[src/design/rgs_pkg.sv]
// rgs_pkg: shared types, codes and sizes for the region growing segmenter
// used by rgs_ctrl, rgs_dp and region_growing_segmenter; no dependencies
`default_nettype none

package rgs_pkg;

  localparam int unsigned MaxWidth   = 256;
  localparam int unsigned MaxHeight  = 256;
  localparam int unsigned Area       = MaxWidth * MaxHeight;
  localparam int unsigned AddrW      = $clog2(Area);

  localparam logic [8:0] MAX_COLS    = 9'(MaxWidth);
  localparam logic [8:0] MAX_ROWS    = 9'(MaxHeight);
  localparam logic [7:0] LABEL_LIMIT = 8'd255;

  // request actions
  localparam logic [1:0] ACT_LOAD  = 2'd0;
  localparam logic [1:0] ACT_SEED  = 2'd1;
  localparam logic [1:0] ACT_QUERY = 2'd2;

  // result status codes
  localparam logic [1:0] ST_OK     = 2'd0;
  localparam logic [1:0] ST_REJECT = 2'd1;
  localparam logic [1:0] ST_LIMIT  = 2'd2;

  // configuration register indexes
  localparam logic [1:0] CFG_WIDTH  = 2'd0;
  localparam logic [1:0] CFG_HEIGHT = 2'd1;

  // frame direction once all four neighbours are tried
  localparam logic [2:0] DIR_DONE = 3'd4;

  typedef struct packed {
    logic [1:0]  action;
    logic [7:0]  pixel_value;
    logic [7:0]  row;
    logic [7:0]  col;
    logic [11:0] criterion;
  } in_t;

  typedef struct packed {
    logic [1:0]  status;
    logic [16:0] region_size;
    logic [7:0]  label;
    logic        is_border;
  } out_t;

  typedef struct packed {
    logic [7:0] r;
    logic [7:0] c;
    logic [2:0] dir;
  } frame_t;

  typedef enum logic [3:0] {
    OP_NONE,
    OP_CLEAR,
    OP_ACCEPT,
    OP_DIV_INIT,
    OP_DIV_STEP,
    OP_Q_STEP,
    OP_READ,
    OP_TEST,
    OP_JOIN,
    OP_NEXT,
    OP_POPLOAD,
    OP_FINISH
  } op_e;

  typedef struct packed {
    op_e op;
  } cmd_t;

  typedef struct packed {
    logic clear_last;
    logic conv_pend;
    logic div_last;
    logic q_last;
    logic go_grow;
    logic go_query;
    logic cand_in;
    logic lab_busy;
    logic first;
    logic next_fin;
    logic next_pop;
    logic out_free;
  } sts_t;

endpackage

`default_nettype wire

[src/design/rgs_ctrl.sv]
// rgs_ctrl: sequencing state machine of the region growing segmenter
// depends on rgs_pkg; drives rgs_dp through cmd_t and reads sts_t
`default_nettype none

module rgs_ctrl (
  input  wire logic          clk_i,
  input  wire logic          rst_ni,
  input  wire logic          in_valid_i,
  input  wire logic          cfg_valid_i,
  input  rgs_pkg::sts_t      sts_i,
  output logic               in_ready_o,
  output rgs_pkg::cmd_t      cmd_o
);
  import rgs_pkg::*;

  localparam logic [3:0] S_CLEAR = 4'd0;
  localparam logic [3:0] S_IDLE  = 4'd1;
  localparam logic [3:0] S_DIV   = 4'd2;
  localparam logic [3:0] S_QRY   = 4'd3;
  localparam logic [3:0] S_RD    = 4'd4;
  localparam logic [3:0] S_TEST  = 4'd5;
  localparam logic [3:0] S_JOIN  = 4'd6;
  localparam logic [3:0] S_NEXT  = 4'd7;
  localparam logic [3:0] S_POPW  = 4'd8;
  localparam logic [3:0] S_FIN   = 4'd9;

  logic [3:0] state_q, state_d;
  logic       ready;

  always_comb begin
    state_d   = state_q;
    cmd_o.op  = OP_NONE;
    ready     = 1'b0;
    case (state_q)
      S_CLEAR: begin
        cmd_o.op = OP_CLEAR;
        if (sts_i.clear_last) state_d = S_IDLE;
      end
      S_IDLE: begin
        if (sts_i.conv_pend) begin
          cmd_o.op = OP_DIV_INIT;
          state_d  = S_DIV;
        end else begin
          ready = sts_i.out_free && !cfg_valid_i;
          if (ready && in_valid_i) begin
            cmd_o.op = OP_ACCEPT;
            if (sts_i.go_grow) state_d = S_RD;
            else if (sts_i.go_query) state_d = S_QRY;
          end
        end
      end
      S_DIV: begin
        cmd_o.op = OP_DIV_STEP;
        if (sts_i.div_last) state_d = S_IDLE;
      end
      S_QRY: begin
        cmd_o.op = OP_Q_STEP;
        if (sts_i.q_last) state_d = S_FIN;
      end
      S_RD: begin
        cmd_o.op = OP_READ;
        state_d  = sts_i.cand_in ? S_TEST : S_NEXT;
      end
      S_TEST: begin
        cmd_o.op = OP_TEST;
        if (sts_i.lab_busy) state_d = sts_i.first ? S_FIN : S_NEXT;
        else state_d = S_JOIN;
      end
      S_JOIN: begin
        cmd_o.op = OP_JOIN;
        state_d  = S_NEXT;
      end
      S_NEXT: begin
        cmd_o.op = OP_NEXT;
        if (sts_i.next_fin) state_d = S_FIN;
        else if (sts_i.next_pop) state_d = S_POPW;
        else state_d = S_RD;
      end
      S_POPW: begin
        cmd_o.op = OP_POPLOAD;
        state_d  = S_NEXT;
      end
      S_FIN: begin
        if (sts_i.out_free) begin
          cmd_o.op = OP_FINISH;
          state_d  = S_IDLE;
        end
      end
      default: state_d = S_IDLE;
    endcase
  end

  assign in_ready_o = ready;

  always_ff @(posedge clk_i or negedge rst_ni) begin
    if (!rst_ni) begin
      state_q <= S_CLEAR;
    end else begin
      state_q <= state_d;
    end
  end

endmodule

`default_nettype wire

[config.mk]
export PLATFORM = sky130hd
export DESIGN_NAME = rgs_ctrl
export DESIGN_NICKNAME = d
export VERILOG_FILES = /design/src/design/rgs_pkg.sv /design/src/design/rgs_ctrl.sv
export SDC_FILE = /design/constraint.sdc
export NUM_CORES = 1
export LEC_CHECK = 0
export BUFFER_PORTS_ARGS = -buffer_cell sky130_fd_sc_hd__buf_2
export CORE_UTILIZATION = 41
export DETAILED_ROUTE_END_ITERATION = 10
export GPL_TIMING_DRIVEN = 0
export PLACE_DENSITY = 0.72
export RECOVER_POWER = 100
export SLEW_MARGIN = 20
export SYNTH_ARGS = -nofsm -noshare
export SYNTH_HDL_FRONTEND = slang
export SYNTH_SLANG_ARGS = --single-unit
[constraint.sdc]
create_clock -name clk_i -period 1.7 [get_ports clk_i]
set_input_delay 0.085 -clock clk_i [delete_from_list [all_inputs] [get_ports clk_i]]
set_output_delay 0.085 -clock clk_i [all_outputs]
set_load 0.01 [all_outputs]
==> results.json, run 1 <==
{
  "synth_top_area_share_pct": 18.7,
  "seq_power_share_pct": 13.8,
  "fill_cells": 107,
  "dieHeight_um": 38.1,
  "violations": "negative setup slack",
  "yosysUniqueCellTypes": 34,
  "final_util_pct": 62.1,
  "hold_path.class": "in2async",
  "coreArea_um2": 1160,
  "drt_pass1_iterations": 4,
  "period_share_pct": 103,
  "gp_congestion": 0.891,
  "reg_top3": "state_q x4",
  "numClockSinks": 4,
  "synthCells": 63,
  "io_buffers": 20,
  "initial_core_util_pct": 46.2,
  "synth-adder-area-share_pct": 0,
  "grt_pass1_vias": 512,
  "placed_area_um2": 652,
  "cts_max_level": 1,
  "worst_slew_pin_slew_ns": 0.293,
  "finalNetCount": 107,
  "crit_path_start_kind": "flip-flop",
  "synth_nets": 79,
  "layout-drive-gt1-share_pct": 43.8,
  "synthArstFlopShare_pct": 100,
  "ir_worst_vdd_mv": 0.833,
  "fp.dieW_um": 38.1,
  "syn_area_um2": 534,
  "crit_arrival_ns": 1.88,
  "end_kind": "flip-flop",
  "synth_edf_count": 0,
  "largest_reg_flops": 4,
  "dp_slack_ns": -0.121,
  "ys_dominant_reg_cell": "dfrtp_1",
  "pwr-share-comb_pct": 76.0,
  "die-area_um2": 1450,
  "cts_buffers": 3,
  "root_buffer": "clkbuf_4",
  "avgSynthCellArea_um2": 8.48,
  "diodes": 0,
  "cap_viol_max_count": 0,
  "clock_tree.buffer_depth": 2,
  "clockPowerShare_pct": 10.2,
  "maxSlewViolCount": 0,
  "io_pins": 21,
  "yosys_warnings": 0,
  "swShare_pct": 43.3,
  "wirelength_mm": 1.41,
  "setup_ws_ns": -0.0578,
  "hold_slack_ns": 0.222,
  "grt-ovfl-total": 0,
  "synth_top_family_by_area": "compound AO/OA/AOI/OAI gates",
  "finClkSkew_ns": 0.0000185,
  "largest_register": "state_q",
  "wl_per_cell_um": 13.6,
  "tritoncts": "done",
  "critPathMaxFanout": 3,
  "synth-seq-cells": 4,
  "syn2layout_area_growth_pct": 34.4,
  "synth_mux_area_share_pct": 7.96,
  "clk_latency_ns": 0.24,
  "synth-compound-area-share_pct": 32.3,
  "num_vias": 607,
  "slew_headroom_pct": 80.3,
  "drc": 0,
  "hold_violations": 0,
  "powerDensity_nw_per_um2": 1640,
  "max_freq_mhz": 569,
  "synth-xor-area-share_pct": 1.64,
  "intPower_w": 0.000668,
  "hpwl_um": 975,
  "grt_max_degree": 11,
  "finalSetupViolCount": 2,
  "antenna_found_initial": 0,
  "clkTransAtPathRegs_ns": 0.03,
  "power_w": 0.00118,
  "finalInstanceArea_um2": 718,
  "switching_power_w": 0.000509,
  "fin_crit_ns": 1.76,
  "via_per_inst": 5.89,
  "critPathRequiredTime_ns": 1.82,
  "num_rows": 12,
  "criticalPathCategory": "reg2reg",
  "seq_area_frac_synth_pct": 18.7,
  "drt_iter0_markers": 43,
  "track_usage_pct": 22.7,
  "ant_nets": 0,
  "synth-simple-area-share_pct": 23.7,
  "rsz0062_at_grt": "true",
  "ys_top_cells_by_area": "dfrtp_1 (19%), buf_6 (8.4%), clkbuf_8 (5.2%), o21ai_0 (4.7%), mux2_1 (4.2%)",
  "outcome": "finished with violations",
  "grt_first_pass_wirelength_mm": 2.23,
  "leakage_nw": 0.331,
  "yosysTopAreaCell": "dfrtp_1"
}
through the flow:
step                setup TNS [ns]  cells
CTS                         -0.194    103
finish                      -0.108    103
global placement            -0.128     97
detailed placement          -0.232     97
global route                -0.360    103
floorplan                        0     63
cell usage in the layout (no fill, tap or decap), types with 3 or more instances in the layout:
cell / n
buf_2: 19
nor2_1: 6
nand3_1: 3
buf_4: 3
dfrtp_1: 4
a21oi_1: 3
buf_6: 3
a31oi_1: 3
clkbuf_4: 3
o21ai_0: 5
final cells by class:
| type | count | area [um2] | area share [%] |
|---|---|---|---|
| inverters | 3 | 11.3 | 1.57 |
| repair buffers | 24 | 131 | 18.3 |
| plain buffers | 5 | 61.3 | 8.54 |
| multi-input cells | 50 | 374 | 52.1 |
| well taps | 14 | 17.5 | 2.44 |
| flip-flops and latches | 4 | 100 | 13.9 |
| clock buffers | 3 | 22.5 | 3.14 |
what timing repair did:
| item | 4_1_cts | 5_1_grt |
|---|---|---|
| hold buffers | 1 | 0 |
| setup buffers | 2 | 1 |
| endpoints found under the setup margin | 2 | 5 |
| pin swaps | 1 | 4 |
| endpoints found under the hold margin | 4 | 0 |
| resized for setup | 3 | 1 |
kinds of logic after synthesis:
| logic type | after synthesis |
|---|---|
| muxes | 4 |
| AOI/OAI and AO/OA | 24 |
| and+or+nand+nor | 21 |
| xor gates and xnor gates | 1 |
| buffers and inverters | 9 |
| DFF | 4 |
cells in the mapped netlist, drive strengths merged (2+ instances only):
cell / instances
or2b: 2
a21oi: 5
mux2: 2
inv: 2
clkbuf: 2
o21ai: 5
nand3: 3
dfrtp: 4
nand2b: 2
mux2i: 2
and3b: 2
nor3: 2
a31oi: 3
nor2: 6
buf: 4
power by group through the flow:
| stage | Sequential (W) | Combinational, W | Clock (W) |
|---|---|---|---|
| 2_1_floorplan | 0.000151 | 0.000607 | 0 |
| 4_1_cts | 0.000157 | 0.000876 | 0.000119 |
| 3_5_place_dp | 0.000158 | 0.000776 | 0 |
| 6_report | 0.000163 | 0.000894 | 0.000120 |
| 5_1_grt | 0.000168 | 0.000969 | 0.000120 |
| 3_3_place_gp | 0.000156 | 0.000769 | 0 |
final timing paths:
kind	startpoint	end	slack, ns	cells after the start
setup / recovery	state_q[0]$_DFFE_PN0P_	state_q[1]$_DFFE_PN0P_	-0.06	5
hold / removal	rst_ni	state_q[2]$_DFFE_PN0P_	0.22	2
min in group clk_i	sts_i[7]	state_q[2]$_DFFE_PN0P_	0.23	3
max in group asynchronous	rst_ni	state_q[1]$_DFFE_PN0P_	1.27	2
setup reg to reg	state_q[0]$_DFFE_PN0P_	state_q[1]$_DFFE_PN0P_	-0.06	5
hold reg to reg	state_q[3]$_DFFE_PN0P_	state_q[2]$_DFFE_PN0P_	0.83	4
per-layer routing:
layer / routed length [um] / vias up / GRT usage [%]
met1: 620 / 275 / 27.1
met4: 17 / 0 / 8.04
met2: 660 / 37 / 39.0
met3: 107 / 3 / 5.23
met5: 0 / - / 0
li1: - / 292 / -
worst max-delay path, stage by stage (launching register included):
cell and delay [ns]:
dfrtp_1 0.40, or4_1 0.53, o31a_1 0.13, a21oi_2 0.18, a21oi_2 0.08, mux2_4 0.32
No activity file was read; power rests on OpenSTA's default activity.
==> run 2, diff against run 1 <==
CORE_MARGIN = 1   (was default)
MAX_ROUTING_LAYER = met4   (was default)
==> results.json, run 2 (synthesized netlist as in run 1, its figures left out) <==
{
  "outcome": "finished with violations",
  "violations": "negative setup slack",
  "clock_tree.buffer_depth": 2,
  "crit_top_cell": "a21oi_2",
  "cp_num_buf_inv": 0,
  "grt_first_pass_wirelength_mm": 2.22,
  "timing.setup.tns_ns": -0.101,
  "r2r_cells": 5,
  "criticalPathCategory": "reg2reg",
  "numClockSinks": 4,
  "dieHeight_um": 38.1,
  "finalSetupViolCount": 2,
  "tritoncts": "done",
  "clk_latency_ns": 0.24,
  "worstPathCellList": "or4_1 -> o31a_1 -> a21oi_2 -> a21oi_2 -> mux2_4",
  "drt_iter0_markers": 44,
  "fp.dieW_um": 38.1,
  "largest_register": "state_q",
  "ant_nets": 0,
  "setup_ws_ns": -0.0550,
  "largest_reg_flops": 4,
  "drc": 0,
  "gp_congestion": 0.906,
  "cpPeakStageDelay_ns": 0.53,
  "hpwl_um": 975,
  "layout-drive-gt1-share_pct": 43.8,
  "grt_max_degree": 11,
  "dp.cells": 97,
  "path_delay_family": "simple AND/OR/NAND/NOR gates",
  "finalNetCount": 107,
  "worst_slew_pin_slew_ns": 0.291,
  "ir_worst_vdd_mv": 0.834,
  "num_rows": 12,
  "fin_cells": 103,
  "cap_viol_max_count": 0,
  "final_cell_mix": "buf_2 (19), nor2_1 (6), o21ai_0 (5)",
  "syn2layout_area_growth_pct": 34.4,
  "rsz0062_at_grt": "true",
  "hold_slack_ns": 0.226,
  "coreArea_um2": 1160,
  "cts_max_level": 1,
  "die-area_um2": 1450,
  "crit_path_start_kind": "flip-flop",
  "slew_headroom_pct": 80.5,
  "cts_buffers": 3,
  "hold_path.class": "in2async",
  "fin_crit_ns": 1.75,
  "initial_core_util_pct": 46.2,
  "final_util_pct": 62.1,
  "leakage_nw": 0.331,
  "powerDensity_nw_per_um2": 1640,
  "via_per_inst": 5.88,
  "root_buffer": "clkbuf_4",
  "diodes": 0,
  "track_usage_pct": 23.1,
  "power_w": 0.00118,
  "wl_per_cell_um": 13.7,
  "reg_top3": "state_q x4",
  "antenna_found_initial": 0,
  "critPathMaxFanout": 3,
  "clkTransAtPathRegs_ns": 0.04,
  "cpMaxStageDelayCell": "or4_1",
  "finClkSkew_ns": 0.000431,
  "max_freq_mhz": 570,
  "period_share_pct": 103,
  "grt-ovfl-total": 0,
  "maxSlewViolCount": 0,
  "rrSetupSlack_ns": -0.05,
  "reg2reg_to": "state_q[1]$_DFFE_PN0P_",
  "grt_pass1_vias": 512,
  "end_kind": "flip-flop",
  "hold_violations": 0,
  "critPathRequiredTime_ns": 1.82,
  "io_pins": 21,
  "wirelength_mm": 1.41,
  "io_buffers": 20,
  "drt_pass1_iterations": 4,
  "r2r_start": "state_q[0]$_DFFE_PN0P_",
  "final_common_cell": "buf_2",
  "num_vias": 606,
  "crit_arrival_ns": 1.87
}
run 2: cell counts in the layout (fill, tap and decap cells not counted):
No cell type changed its count.
run 2: metrics by stage:
step	worst slack, ns	instance area (um2)
final	-0.0550	718
after global routing	-0.122	718
after CTS	-0.101	716
after detailed placement	-0.121	652
after global placement	-0.0663	652
after floorplan	0.00925	534
run 2: layout make-up:
class	count	area (um2)
Tap cell	14	17.5
Fill cell	107	438
Multi-Input combinational cell	50	374
Inverter	3	11.3
Clock buffer	3	22.5
Timing Repair Buffer	24	131
Buffer	5	61.3
Sequential cell	4	100
run 2: routing by layer:
metal / part of all wire (%) / wire, um / GRT usage, % / up-vias
li1: - / - / - / 292
met1: 44 / 614 / 26.8 / 267
met2: 47 / 660 / 39.0 / 42
met3: 8.2 / 116 / 5.23 / 5
met4: 1.3 / 19 / 8.04 / 0
met5: 0 / 0 / - / -
run 2: worst max-delay path by stage:
| stage | start | endpoint | slack (ns) | cells after the start |
|---|---|---|---|---|
| after floorplan | state_q[0]$_DFFE_PN0P_ | state_q[0]$_DFFE_PN0P_ | 0.009 | 6 |
| after global placement | state_q[0]$_DFFE_PN0P_ | state_q[0]$_DFFE_PN0P_ | -0.07 | 6 |
| after detailed placement | state_q[0]$_DFFE_PN0P_ | state_q[1]$_DFFE_PN0P_ | -0.12 | 6 |
| after CTS | state_q[0]$_DFFE_PN0P_ | state_q[1]$_DFFE_PN0P_ | -0.10 | 6 |
| after global routing | state_q[0]$_DFFE_PN0P_ | state_q[1]$_DFFE_PN0P_ | -0.12 | 5 |
| final | state_q[0]$_DFFE_PN0P_ | state_q[1]$_DFFE_PN0P_ | -0.05 | 5 |
run 2: repair_timing:
action / in CTS / in global routing
setup buffers: 2 / 1
hold buffers: 1 / 0
resized for setup: 3 / 1
endpoints found under the hold margin: 4 / 0
setup endpoints to repair: 2 / 5
pin swaps: 1 / 4
run 2: power breakdown:
part           leakage, nW  total (W)  switching (W)  internal, W
sequential          0.0500   0.000163      0.0000300     0.000133
clock               0.0138   0.000119      0.0000399    0.0000790
combinational        0.268   0.000894       0.000438     0.000456
